[src/sv/assert_macros.svh]
// Assertion macros shared by the frame task timer RTL.
// Expects signals named clk and rst in the scope of each use.
`ifndef ASSERT_MACROS_SVH
`define ASSERT_MACROS_SVH

// Same-cycle implication, checked outside reset
`define FTT_ASSERT_NOW(label, ante, cons) \
  label: assert property (@(posedge clk) disable iff (rst) (ante) |-> (cons)) \
    else $error("frame task timer check failed");

// Next-cycle implication, checked outside reset
`define FTT_ASSERT_NEXT(label, ante, cons) \
  label: assert property (@(posedge clk) disable iff (rst) (ante) |=> (cons)) \
    else $error("frame task timer check failed");

`endif

[src/sv/ftt_pkg.sv]
// Shared types and constants for the frame task timer.
// No dependencies; imported by every RTL module of the block.
package ftt_pkg;

  // Command codes carried in the kind field
  typedef enum logic [1:0] {
    KIND_UPDATE = 2'd0,
    KIND_START  = 2'd1,
    KIND_PAUSE  = 2'd2,
    KIND_RESET  = 2'd3
  } ftt_kind_t;

  localparam int TIME_W  = 32;             // millisecond values
  localparam int DELTA_W = 48;             // Q32.16 seconds
  localparam int FRAC_W  = 16;             // fraction bits of the delta
  localparam int CNT_W   = 6;              // divider step counter

  // Divider step count: ticks / divisor
  localparam logic [CNT_W-1:0] NOW_STEPS = CNT_W'(TIME_W);

  // x / 1000 for any 32-bit x is (x * RECIP_1000) >> RECIP_SHIFT
  localparam logic [TIME_W-1:0] RECIP_1000  = 32'h1062_4DD3;
  localparam int                RECIP_SHIFT = 38;

  localparam logic [TIME_W-1:0] MS_PER_SEC = TIME_W'(1000);
  localparam logic [TIME_W-1:0] ROUND_BIAS = TIME_W'(500);

  // Controller -> datapath commands
  typedef struct packed {
    logic capture;     // latch the input beat
    logic div_now;     // start ticks / divisor
    logic calc_cur;    // register the new current time
    logic div_delta;   // start scaling the diff into Q32.16 seconds
    logic commit;      // update state and load the output beat
  } ftt_cmd_t;

  // Datapath -> controller status
  typedef struct packed {
    logic need_div;    // command samples the clock with a valid divisor
    logic is_start;    // latched command is a start
    logic div_done;    // divider or delta scaling finished this cycle
    logic out_free;    // output register can take a beat
  } ftt_stat_t;

endpackage

[src/sv/ftt_in_if.sv]
// Command channel of the frame task timer: valid/ready plus payload.
// No dependencies.
interface ftt_in_if;
  logic        valid;
  logic        ready;
  logic [1:0]  kind;
  logic [31:0] raw_ticks;
  logic [31:0] divisor;

  modport source (output valid, kind, raw_ticks, divisor, input ready);
  modport sink   (input valid, kind, raw_ticks, divisor, output ready);
endinterface

[src/sv/ftt_out_if.sv]
// Result channel of the frame task timer: valid/ready plus payload.
// No dependencies.
interface ftt_out_if;
  logic        valid;
  logic        ready;
  logic        status;
  logic [31:0] current_time_ms;
  logic [47:0] delta_seconds_q16;
  logic        running;

  modport source (output valid, status, current_time_ms, delta_seconds_q16, running,
                  input ready);
  modport sink   (input valid, status, current_time_ms, delta_seconds_q16, running,
                  output ready);
endinterface

[src/sv/ftt_div.sv]
// Restoring divider, one quotient bit per cycle, 32-bit dividend and divisor.
// Depends on ftt_pkg.
module ftt_div
  import ftt_pkg::*;
(
  input  logic              clk,
  input  logic              rst,
  input  logic              go,
  input  logic [TIME_W-1:0] dividend,
  input  logic [TIME_W-1:0] divisor,
  output logic              done,
  output logic [TIME_W-1:0] quotient
);

  logic [TIME_W-1:0] dsr;
  logic [TIME_W-1:0] rem;
  logic [TIME_W-1:0] dvd;
  logic [CNT_W-1:0]  cnt;
  logic [TIME_W:0]   rem_sh;
  logic              ge;
  logic [TIME_W:0]   rem_sub;

  // one trial subtraction
  always_comb begin
    rem_sh  = {rem, dvd[TIME_W-1]};
    ge      = rem_sh >= {1'b0, dsr};
    rem_sub = rem_sh - {1'b0, dsr};
  end

  // control: step counter and done pulse
  always_ff @(posedge clk) begin
    if (rst) begin
      cnt  <= '0;
      done <= 1'b0;
    end else if (go) begin
      cnt  <= NOW_STEPS;
      done <= 1'b0;
    end else if (cnt != '0) begin
      cnt  <= cnt - 1'b1;
      done <= (cnt == CNT_W'(1));
    end else begin
      done <= 1'b0;
    end
  end

  // datapath registers
  always_ff @(posedge clk) begin
    if (go) begin
      dsr      <= divisor;
      rem      <= '0;
      dvd      <= dividend;
      quotient <= '0;
    end else if (cnt != '0) begin
      rem      <= ge ? rem_sub[TIME_W-1:0] : rem_sh[TIME_W-1:0];
      dvd      <= {dvd[TIME_W-2:0], 1'b0};
      quotient <= {quotient[TIME_W-2:0], ge};
    end
  end

endmodule

[src/sv/ftt_ctrl.sv]
// Sequencer of the frame task timer: one command at a time through the datapath.
// Depends on ftt_pkg.
module ftt_ctrl
  import ftt_pkg::*;
(
  input  logic      clk,
  input  logic      rst,
  input  logic      in_valid,
  output logic      in_ready,
  input  ftt_stat_t stat,
  output ftt_cmd_t  cmd
);

  typedef enum logic [2:0] {
    S_IDLE,
    S_DECODE,
    S_DIV_NOW,
    S_CUR,
    S_DELTA,
    S_DIV_DELTA,
    S_FINISH
  } state_t;

  state_t state;

  // commands decoded from state
  always_comb begin
    cmd           = '0;
    in_ready      = (state == S_IDLE);
    cmd.capture   = (state == S_IDLE) && in_valid;
    cmd.div_now   = (state == S_DECODE) && stat.need_div;
    cmd.calc_cur  = (state == S_CUR);
    cmd.div_delta = (state == S_DELTA);
    cmd.commit    = (state == S_FINISH) && stat.out_free;
  end

  // state register
  always_ff @(posedge clk) begin
    if (rst) begin
      state <= S_IDLE;
    end else begin
      case (state)
        S_IDLE: begin
          if (in_valid) state <= S_DECODE;
        end
        S_DECODE: begin
          state <= stat.need_div ? S_DIV_NOW : S_FINISH;
        end
        S_DIV_NOW: begin
          if (stat.div_done) state <= stat.is_start ? S_FINISH : S_CUR;
        end
        S_CUR: begin
          state <= S_DELTA;
        end
        S_DELTA: begin
          state <= S_DIV_DELTA;
        end
        S_DIV_DELTA: begin
          if (stat.div_done) state <= S_FINISH;
        end
        S_FINISH: begin
          if (stat.out_free) state <= S_IDLE;
        end
        default: begin
          state <= S_IDLE;
        end
      endcase
    end
  end

endmodule

[src/sv/ftt_dp.sv]
// Datapath of the frame task timer: input latch, timer state, divider, delta scaling,
// output register. Depends on ftt_pkg, ftt_div.
module ftt_dp
  import ftt_pkg::*;
(
  input  logic               clk,
  input  logic               rst,
  input  logic               cfg_wr_en,
  input  logic               cfg_wr_data,
  input  logic [1:0]         in_kind,
  input  logic [TIME_W-1:0]  in_raw_ticks,
  input  logic [TIME_W-1:0]  in_divisor,
  input  ftt_cmd_t           cmd,
  output ftt_stat_t          stat,
  input  logic               out_ready,
  output logic               out_valid,
  output logic               out_status,
  output logic [TIME_W-1:0]  out_current_time_ms,
  output logic [DELTA_W-1:0] out_delta_seconds_q16,
  output logic               out_running
);

  logic               relative_mode;
  logic               active_flag;
  logic [TIME_W-1:0]  start_time;
  logic [TIME_W-1:0]  paused_time;
  logic [TIME_W-1:0]  current_time;
  logic [DELTA_W-1:0] last_delta;

  ftt_kind_t          kind;
  logic [TIME_W-1:0]  raw_ticks;
  logic [TIME_W-1:0]  divisor;
  logic [TIME_W-1:0]  cur;

  logic               div_zero;
  logic               div_done;
  logic [TIME_W-1:0]  quotient;
  logic [TIME_W-1:0]  diff;

  logic [4:0]          scl_stage;
  logic [TIME_W-1:0]   scl_diff;
  logic [2*TIME_W-1:0] scl_prod;
  logic [TIME_W-1:0]   scl_mul_in;
  logic [TIME_W-1:0]   scl_quot;
  logic [TIME_W-1:0]   scl_rem;
  logic [TIME_W-1:0]   scl_whole;
  logic [TIME_W-1:0]   scl_rest;
  logic [DELTA_W-1:0]  scl_q16;

  logic               status_next;
  logic               active_next;
  logic [TIME_W-1:0]  start_next;
  logic [TIME_W-1:0]  paused_next;
  logic [TIME_W-1:0]  current_next;
  logic [DELTA_W-1:0] delta_next;

  // configuration register
  always_ff @(posedge clk) begin
    if (rst) begin
      relative_mode <= 1'b0;
    end else if (cfg_wr_en) begin
      relative_mode <= cfg_wr_data;
    end
  end

  // input beat latch
  always_ff @(posedge clk) begin
    if (cmd.capture) begin
      kind      <= ftt_kind_t'(in_kind);
      raw_ticks <= in_raw_ticks;
      divisor   <= in_divisor;
    end
  end

  assign div_zero = (divisor == '0);

  // new current time from the sampled millisecond count
  always_ff @(posedge clk) begin
    if (cmd.calc_cur) begin
      cur <= relative_mode ? quotient - start_time + paused_time
                           : quotient;
    end
  end

  assign diff = cur - current_time;

  // ticks / divisor
  ftt_div u_div (
    .clk      (clk),
    .rst      (rst),
    .go       (cmd.div_now),
    .dividend (raw_ticks),
    .divisor  (divisor),
    .done     (div_done),
    .quotient (quotient)
  );

  // delta scaling: (diff * 65536 + 500) / 1000 split as whole = diff / 1000 and
  // rest = (diff % 1000) * 65536 + 500, giving whole * 65536 + rest / 1000.
  // Both divides by 1000 share one 32x32 reciprocal multiply.
  // Stage bits: 0 multiply diff, 1 whole and rest, 2 multiply rest, 3 sum, 4 done.
  always_ff @(posedge clk) begin
    if (rst) begin
      scl_stage <= '0;
    end else begin
      scl_stage <= {scl_stage[3:0], cmd.div_delta};
    end
  end

  assign scl_mul_in = scl_stage[0] ? scl_diff : scl_rest;
  assign scl_quot   = TIME_W'(scl_prod >> RECIP_SHIFT);
  assign scl_rem    = scl_diff - scl_quot * MS_PER_SEC;

  always_ff @(posedge clk) begin
    if (cmd.div_delta) begin
      scl_diff <= diff;
    end
    if (scl_stage[0] || scl_stage[2]) begin
      scl_prod <= {{TIME_W{1'b0}}, scl_mul_in} * {{TIME_W{1'b0}}, RECIP_1000};
    end
    if (scl_stage[1]) begin
      scl_whole <= scl_quot;
      scl_rest  <= (scl_rem << FRAC_W) | ROUND_BIAS;
    end
    if (scl_stage[3]) begin
      scl_q16 <= ({{FRAC_W{1'b0}}, scl_whole} << FRAC_W) + DELTA_W'(scl_quot);
    end
  end

  // status toward the controller
  always_comb begin
    stat.need_div = !div_zero &&
                    ((kind == KIND_START) || ((kind == KIND_UPDATE) && active_flag));
    stat.is_start = (kind == KIND_START);
    stat.div_done = div_done | scl_stage[4];
    stat.out_free = !out_valid || out_ready;
  end

  // state update per command
  always_comb begin
    status_next  = 1'b0;
    active_next  = active_flag;
    start_next   = start_time;
    paused_next  = paused_time;
    current_next = current_time;
    delta_next   = last_delta;
    case (kind)
      KIND_UPDATE: begin
        if (!active_flag) begin
          delta_next = '0;
        end else if (div_zero) begin
          status_next = 1'b1;
        end else begin
          delta_next   = scl_q16;
          current_next = cur;
        end
      end
      KIND_START: begin
        if (div_zero) begin
          status_next = 1'b1;
        end else begin
          start_next  = quotient;
          active_next = 1'b1;
        end
      end
      KIND_PAUSE: begin
        paused_next = current_time;
        active_next = 1'b0;
      end
      KIND_RESET: begin
        start_next   = '0;
        paused_next  = '0;
        current_next = '0;
        active_next  = 1'b0;
      end
      default: begin
        status_next = 1'b0;
      end
    endcase
  end

  // timer state
  always_ff @(posedge clk) begin
    if (rst) begin
      active_flag  <= 1'b0;
      start_time   <= '0;
      paused_time  <= '0;
      current_time <= '0;
      last_delta   <= '0;
    end else if (cmd.commit) begin
      active_flag  <= active_next;
      start_time   <= start_next;
      paused_time  <= paused_next;
      current_time <= current_next;
      last_delta   <= delta_next;
    end
  end

  // output register
  always_ff @(posedge clk) begin
    if (rst) begin
      out_valid <= 1'b0;
    end else if (cmd.commit) begin
      out_valid <= 1'b1;
    end else if (out_ready) begin
      out_valid <= 1'b0;
    end
  end

  always_ff @(posedge clk) begin
    if (cmd.commit) begin
      out_status            <= status_next;
      out_current_time_ms   <= current_next;
      out_delta_seconds_q16 <= delta_next;
      out_running           <= active_next;
    end
  end

endmodule

[src/sv/frame_task_timer_unit.sv]
// Frame task timer: takes update, start, pause and reset commands one at a time and
// answers each with one result beat. Pause, reset, an update while stopped and any
// command refused for a zero divisor go straight to the result; start runs the 32
// steps of the bit-serial ticks / divisor divider; an update while running runs the
// same divide followed by a short reciprocal-multiply pass that turns the millisecond
// delta into Q32.16 seconds. The next command can be accepted at the same edge at
// which the result can first be taken. A new command is taken only while the sequencer
// is idle; a result waiting in the output register does not hold off the next command,
// but the following result waits in the sequencer until the output register frees.
// Depends on ftt_pkg, ftt_in_if, ftt_out_if, ftt_ctrl, ftt_dp, assert_macros.svh.
`include "assert_macros.svh"

module frame_task_timer_unit
  import ftt_pkg::*;
(
  input  logic clk,
  input  logic rst,
  input  logic cfg_wr_en,
  input  logic cfg_wr_data,
  ftt_in_if.sink    in_ch,
  ftt_out_if.source out_ch
);

  ftt_cmd_t  cmd;
  ftt_stat_t stat;

  // sequencer
  ftt_ctrl u_ctrl (
    .clk      (clk),
    .rst      (rst),
    .in_valid (in_ch.valid),
    .in_ready (in_ch.ready),
    .stat     (stat),
    .cmd      (cmd)
  );

  // timer datapath
  ftt_dp u_dp (
    .clk                   (clk),
    .rst                   (rst),
    .cfg_wr_en             (cfg_wr_en),
    .cfg_wr_data           (cfg_wr_data),
    .in_kind               (in_ch.kind),
    .in_raw_ticks          (in_ch.raw_ticks),
    .in_divisor            (in_ch.divisor),
    .cmd                   (cmd),
    .stat                  (stat),
    .out_ready             (out_ch.ready),
    .out_valid             (out_ch.valid),
    .out_status            (out_ch.status),
    .out_current_time_ms   (out_ch.current_time_ms),
    .out_delta_seconds_q16 (out_ch.delta_seconds_q16),
    .out_running           (out_ch.running)
  );

  // a captured command blocks the input until it is finished
  `FTT_ASSERT_NEXT(a_busy_after_capture, cmd.capture, !in_ch.ready)
  // results are only loaded into a free output register
  `FTT_ASSERT_NOW(a_commit_when_free, cmd.commit, stat.out_free)
  // a taken result beat leaves unless a new one is loaded
  `FTT_ASSERT_NEXT(a_out_drains, out_ch.valid && out_ch.ready && !cmd.commit, !out_ch.valid)
  // the divider never finishes while the sequencer is idle
  `FTT_ASSERT_NOW(a_no_done_idle, in_ch.ready, !stat.div_done)

endmodule

[src/flat_wrapper.sv]
// flat-port wrapper written by rule: the top's interface ports become plain ports
module frame_task_timer_unit_flat import ftt_pkg::*;
  (clk, rst, cfg_wr_en, cfg_wr_data, in_ch_valid, in_ch_kind, in_ch_raw_ticks, in_ch_divisor, in_ch_ready, out_ch_valid, out_ch_status, out_ch_current_time_ms, out_ch_delta_seconds_q16, out_ch_running, out_ch_ready);
  ftt_in_if in_ch_i ();
  ftt_out_if out_ch_i ();
  input  logic clk;
  input  logic rst;
  input  logic cfg_wr_en;
  input  logic cfg_wr_data;
  input wire logic [$bits(in_ch_i.valid)-1:0] in_ch_valid;
  input wire logic [$bits(in_ch_i.kind)-1:0] in_ch_kind;
  input wire logic [$bits(in_ch_i.raw_ticks)-1:0] in_ch_raw_ticks;
  input wire logic [$bits(in_ch_i.divisor)-1:0] in_ch_divisor;
  output wire logic [$bits(in_ch_i.ready)-1:0] in_ch_ready;
  output wire logic [$bits(out_ch_i.valid)-1:0] out_ch_valid;
  output wire logic [$bits(out_ch_i.status)-1:0] out_ch_status;
  output wire logic [$bits(out_ch_i.current_time_ms)-1:0] out_ch_current_time_ms;
  output wire logic [$bits(out_ch_i.delta_seconds_q16)-1:0] out_ch_delta_seconds_q16;
  output wire logic [$bits(out_ch_i.running)-1:0] out_ch_running;
  input wire logic [$bits(out_ch_i.ready)-1:0] out_ch_ready;
  assign in_ch_i.valid = in_ch_valid;
  assign in_ch_i.kind = in_ch_kind;
  assign in_ch_i.raw_ticks = in_ch_raw_ticks;
  assign in_ch_i.divisor = in_ch_divisor;
  assign in_ch_ready = in_ch_i.ready;
  assign out_ch_valid = out_ch_i.valid;
  assign out_ch_status = out_ch_i.status;
  assign out_ch_current_time_ms = out_ch_i.current_time_ms;
  assign out_ch_delta_seconds_q16 = out_ch_i.delta_seconds_q16;
  assign out_ch_running = out_ch_i.running;
  assign out_ch_i.ready = out_ch_ready;
  frame_task_timer_unit u_core (.clk(clk), .rst(rst), .cfg_wr_en(cfg_wr_en), .cfg_wr_data(cfg_wr_data), .in_ch(in_ch_i), .out_ch(out_ch_i));
endmodule
[config.mk]
export PLATFORM = sky130hd
export DESIGN_NAME = frame_task_timer_unit_flat
export DESIGN_NICKNAME = d
export VERILOG_FILES = /design/src/sv/ftt_pkg.sv /design/src/sv/ftt_in_if.sv /design/src/sv/ftt_out_if.sv /design/src/sv/ftt_div.sv /design/src/sv/ftt_ctrl.sv /design/src/sv/ftt_dp.sv /design/src/sv/frame_task_timer_unit.sv /design/src/flat_wrapper.sv
export VERILOG_INCLUDE_DIRS = /design/src /design/src/sv
export SDC_FILE = /design/constraint.sdc
export NUM_CORES = 2
export LEC_CHECK = 0
export BUFFER_PORTS_ARGS = -buffer_cell sky130_fd_sc_hd__buf_2
export CELL_PAD_IN_SITES_DETAIL_PLACEMENT = 0
export CELL_PAD_IN_SITES_GLOBAL_PLACEMENT = 1
export CORE_MARGIN = 1.5
export CORE_UTILIZATION = 45
export DETAILED_ROUTE_END_ITERATION = 8
export GPL_TIMING_DRIVEN = 0
export HOLD_SLACK_MARGIN = 0.12
export PLACE_DENSITY_LB_ADDON = 0.12
export SYNTH_ARGS = -nofsm -noshare
export SYNTH_HDL_FRONTEND = slang
export SYNTH_SLANG_ARGS = --single-unit
[constraint.sdc]
create_clock -name clk -period 10.02 [get_ports clk]
set_clock_uncertainty 0.15 [all_clocks]
set_input_delay 0 -clock clk [delete_from_list [all_inputs] [get_ports clk]]
set_output_delay 0 -clock clk [all_outputs]
set_load 0.05 [all_outputs]
# Word level (Yosys, flattened, before mapping)

Cells that the tools add are included.

Add/sub/neg operators: 7
Multipliers: 2
$lt $le $gt $ge: 1
Eq/ne operators: 15
Multiplexer cells: 30
Bitwise operators: 2
Reduce and logical (&&, ||, !) cells: 24

Operators by type and width:

| kind                     | number |
|---|---|
| $mux W32                 | 8 |
| $pmux W32 S2             | 3 |
| $mux W48                 | 3 |
| $sub A32 B32 Y32         | 3 |
| $mul A32 B29 Y61 const B | 1 |
| $add A39 B23 Y40         | 1 |
| $ge A33 B32 Y1           | 1 |
| $add A32 B32 Y32         | 1 |
| $logic_not A32 Y1        | 1 |
| $mul A23 B7 Y13 const B  | 1 |
| $pmux W3 S7              | 1 |
| $mux W3                  | 6 |
| $sub A16 B16 Y16         | 1 |
| $mux W6                  | 2 |
| $eq A3 B3 Y1 const B     | 3 |
| $reduce_bool A2 Y1       | 4 |
| $eq A3 B2 Y1 const B     | 2 |
| $eq A6 B1 Y1 const B     | 1 |
| $ne A2 B2 Y1 const B     | 3 |
| $reduce_bool A6 Y1       | 1 |
| $sub A6 B1 Y6 const B    | 1 |
| $logic_and A1 B1 Y1      | 5 |
| $mux W1                  | 5 |
| $eq A2 B2 Y1 const B     | 2 |
| 15 further kinds         | 21 |

Bits in registers: 650
Bits of input ports: 72
Output and inout port bits: 84
Logic and storage cells: 110

# Longest topological paths before layout

Depth in word-level cells: 6
Mapped depth: 28
Mapped depth without buffers: 26

# Cells and area by module

From an unflattened synthesis, not the netlist that was laid out.

Cells, all modules: 4256
Area total of the unflattened synthesis: 44281.2 sq um

Modules (own cells, without submodules):

| module   | times used | cells an instance | area each (sq um) | seq. area each (sq um) |
|---|---|---|---|---|
| ftt_dp   | 1          | 3488              | 36993.0           | 12472.0 |
| ftt_div  | 1          | 741               | 7039.3            | 3343.2 |
| ftt_ctrl | 1          | 27                | 249.0             | 60.1 |

# Worst setup path after synthesis

OpenSTA, ideal clock, no wires.

Path kind: flip-flop to flip-flop
From: reg u_core.u_dp.scl_stage[0]
To: reg u_core.u_dp.scl_prod[55] (data pin)
Arrival: 7.324 ns
Data required time: 9.608 ns
Path slack: 2.283 ns
Cell stages (with the launch flop): 29
Clock period less this slack: 7.737 ns
Path through: dfxtp_1 -> clkbuf_1 -> clkbuf_1 -> mux2i_1 -> inv_1 -> ha_1 -> fa_1 -> fa_1 -> inv_1 -> fa_1 -> inv_1 -> fa_1 -> inv_1 -> fa_1 -> inv_1 -> fa_1 -> inv_1 -> fa_1 -> inv_1 -> ha_1 -> a21oi_1 -> o21a_1 -> o21ai_0 -> a21o_1 -> a22oi_1 -> a31oi_1 -> a311oi_1 -> o21bai_1 -> xor2_1

Word-level cells in the longest chain between the ends: 2

Ends and longest elaborated chain:

| what                   | RTL line      | source |
|---|---|---|
| from (decl)            | ftt_dp.sv:40  | `logic [4:0] scl_stage;` |
| from (signal assigned) | ftt_dp.sv:106 | `scl_stage <= {scl_stage[3:0], cmd.div_delta};` |
| $mux W32               | ftt_dp.sv:110 | `assign scl_mul_in = scl_stage[0] ? scl_diff : scl_rest;` |
| $mul A32 B29 Y61       | ftt_dp.sv:119 | `scl_prod <= {{TIME_W{1'b0}}, scl_mul_in} * {{TIME_W{1'b0}}, RECIP_1000};` |
| to (signal assigned)   | ftt_dp.sv:119 |  |
| to (decl)              | ftt_dp.sv:42  | `logic [2*TIME_W-1:0] scl_prod;` |

Every way passes these cells.
A chain may end at the register's enable or synchronous reset.

# Worst setup path in the final report

From: reg u_core.u_dp.scl_stage[0]
To: reg u_core.u_dp.scl_prod[56] (data pin)

The elaborated chain is that of the path after synthesis.

==> flow_summary.json <==
{
  "final_core_utilization_pct": 51.6,
  "wl_per_cell_um": 19.7,
  "synth_most_common_cell": "inv_1",
  "post-dp-hpwl_mm": 96.1,
  "synth_enable_flop_cells": 378,
  "clk_latency_ps": 640,
  "dieArea_um2": 101000,
  "synth_top_area_share_pct": 25.6,
  "antenna_found_initial": 0,
  "cts_tree": "built",
  "outcome": "finished clean",
  "core_area_um2": 98100,
  "drv_cap": 0,
  "ys_warn_count": 0,
  "slowest_stage": "mux2i_2",
  "worst_slack_ps": 392,
  "ys_seq_elements": 604,
  "syn_area_um2": 44400,
  "fin_crit_ps": 9630,
  "cp.required_ps": 10300,
  "first_global_vias": 32300,
  "start_util_pct": 45.3,
  "syn_nets": 5319,
  "hold_violations": 0,
  "final_antenna_net_count": 0,
  "rsz0062_at_grt": "no",
  "setup_viol": 0,
  "fp.dieH_um": 317,
  "clockBufferDepth": 3,
  "antenna-diode-count": 0,
  "yosysTopAreaCell": "edfxtp_1",
  "ys.flop_type": "edfxtp_1",
  "grt_pass1_wl_mm": 187,
  "endpoint_kind": "flip-flop",
  "via_count": 31800,
  "cp.arrival_ps": 9910,
  "first_pass_iters": 5,
  "portBuffers": 154,
  "async_flop_share_pct": 0,
  "avgSynthCellArea_um2": 10.1,
  "drt_iter0_drc": 1945,
  "vias_per_cell": 5.21,
  "dp_slack_ps": -145,
  "htree_levels": 3,
  "slew_headroom_pct": 11.1,
  "drc": 0,
  "cts-root-buf": "clkbuf_16",
  "netlist_top_cells_count": "inv_1, ha_1, edfxtp_1",
  "place_congestion": 0.909,
  "critPathLaunchType": "flip-flop",
  "critical_path_class": "flip-flop to flip-flop",
  "numCtsBuffers": 69,
  "post-route-period-util_pct": 96.1,
  "cp_slowest_stage_delay_ps": 640,
  "cp_max_fo": 10,
  "r2r_setup_slack_ps": 390,
  "clock.fmax_ghz": 0.104,
  "cts_num_sinks": 604,
  "wirelength_mm": 120,
  "tightest_slew_ps": 1330,
  "nNetsFinal": 5690,
  "grt_start_max_net_pins": 67,
  "die_w_um": 317,
  "synth.distinct_cells": 80,
  "clkSlewWorstSetupHoldPaths_ps": 50,
  "syn2layout_area_growth_pct": 14.0,
  "fin_tns_setup_ps": 0,
  "hold_class": "flip-flop to flip-flop",
  "grt.total_usage_pct": 24.4,
  "maxSlewViolCount": 0,
  "overflow": 0,
  "final_layout_size_suffix_gt1_share_pct": 6.79,
  "rows": 115,
  "ios": 156,
  "ys_seq_area_share_pct": 35.7,
  "syn_inst": 4387,
  "synth_area_leaders": "edfxtp_1, fa_1, ha_1, dfxtp_1, inv_1"
}
## per-stage QoR
stage                     hold slack (ps)  instance area, um^2  cells
after floorplan                     -51.1                44400   4387
after global placement               26.1                46800   5828
after detailed placement             28.1                47000   5835
after CTS                             275                50600   6101
after global routing                  306                50600   6101
final                                 296                50600   6101
## critical path: cells and delay by family, from the launching register on
family          cells  cell delay, ps
simple gates        3             730
mux                 1             640
buf+inv             9            1610
fa+ha+maj           9            4220
compound gates      5            1490
xor+xnor            1             270
flops               1             300
## cell families (layout without fill, tap and decap cells)
group / after synthesis / count (layout) / synth area share, %
xor+xnor: 169 / 169 / 3.33
fa+ha+maj: 860 / 860 / 30.3
simple gates: 996 / 996 / 10.3
mux: 30 / 30 / 0.693
flops: 604 / 604 / 35.7
buf+inv: 954 / 1381 / 8.15
compound gates: 774 / 774 / 11.5
## layer usage
layer,global-route usage [%],part of all wire [%]
met5,0,0
met4,6.62,2.7
met3,3.24,4.2
met2,40.3,46
met1,33.8,47
## path summary, 6_finish.rpt
kind                              startpoint                         end  cells after the start
setup / recovery    u_core.u_dp.scl_stage[0]    u_core.u_dp.scl_prod[56]                     28
hold / removal    u_core.u_dp.last_delta[44]  u_core.u_dp.last_delta[44]                      1
setup reg to reg    u_core.u_dp.scl_stage[0]    u_core.u_dp.scl_prod[56]                     28
hold reg to reg   u_core.u_dp.last_delta[44]  u_core.u_dp.last_delta[44]                      1
## layout make-up
class	count	area [um^2]
tap	1287	1610
multi-input combinational	2829	25000
fill	9104	47500
inverter	805	3020
timing repair buffer	300	2280
clock inverter	31	377
buffer	149	608
sequential	604	15900
clock buffer	96	1880
## flip-flops by register name, summed over array words and instances (netlist names), 2 cells and up
register                           flops
u_core.u_dp.scl_diff                  32
u_core.u_dp.kind                       2
u_core.u_dp.scl_prod                  23
u_core.u_dp.u_div.rem                 32
u_core.u_dp.scl_whole                 23
u_core.u_dp.u_div.dsr                 32
u_core.u_dp.out_delta_seconds_q16     48
u_core.u_dp.last_delta                48
u_core.u_dp.scl_rest                  16
u_core.u_dp.scl_q16                   40
u_core.u_dp.u_div.dvd                 32
u_core.u_dp.current_time              32
u_core.u_ctrl.state                    3
u_core.u_dp.raw_ticks                 32
u_core.u_dp.u_div.quotient            32
u_core.u_dp.out_current_time_ms       32
u_core.u_dp.scl_stage                  5
u_core.u_dp.cur                       32
u_core.u_dp.u_div.cnt                  6
u_core.u_dp.start_time                32
u_core.u_dp.paused_time               32
u_core.u_dp.divisor                   32
## cells in the final DEF, fill, tap and decap left out, types with 8 or more instances in the layout
cell type / instances
a21o_1: 65
o211ai_1: 15
nand2_1: 359
dlygate4sd3_1: 139
o21bai_1: 16
a32oi_1: 41
inv_1: 805
a21oi_1: 245
edfxtp_1: 378
a22o_1: 43
buf_1: 12
a21boi_0: 8
or2_2: 8
a22oi_1: 35
o21ai_0: 154
a311oi_2: 16
nor3_1: 99
ha_1: 501
nand3_1: 44
nor2_1: 263
and3_1: 45
clkbuf_1: 147
a211oi_1: 19
xor2_1: 67
nand2b_1: 17
or3_1: 14
mux2i_2: 8
buf_2: 160
nor2b_1: 31
fa_1: 359
nor4_1: 12
xnor2_1: 102
o21a_1: 24
and2_1: 50
mux2i_1: 16
o2111ai_1: 8
clkbuf_16: 69
nand4_1: 18
dfxtp_1: 224
a31oi_1: 15
## what timing repair did
| action | CTS | global route |
|---|---|---|
| setup buffers | 0 | 0 |
| hold buffers | 139 | 0 |
| resized for setup | 5 | 7 |
| setup endpoints to repair | 4 | 8 |
| hold endpoints to repair | 137 | 0 |
Power is left out: the tool's default activity adds up to more than one toggle a clock period on the data nets, which glitch-free logic cannot reach.
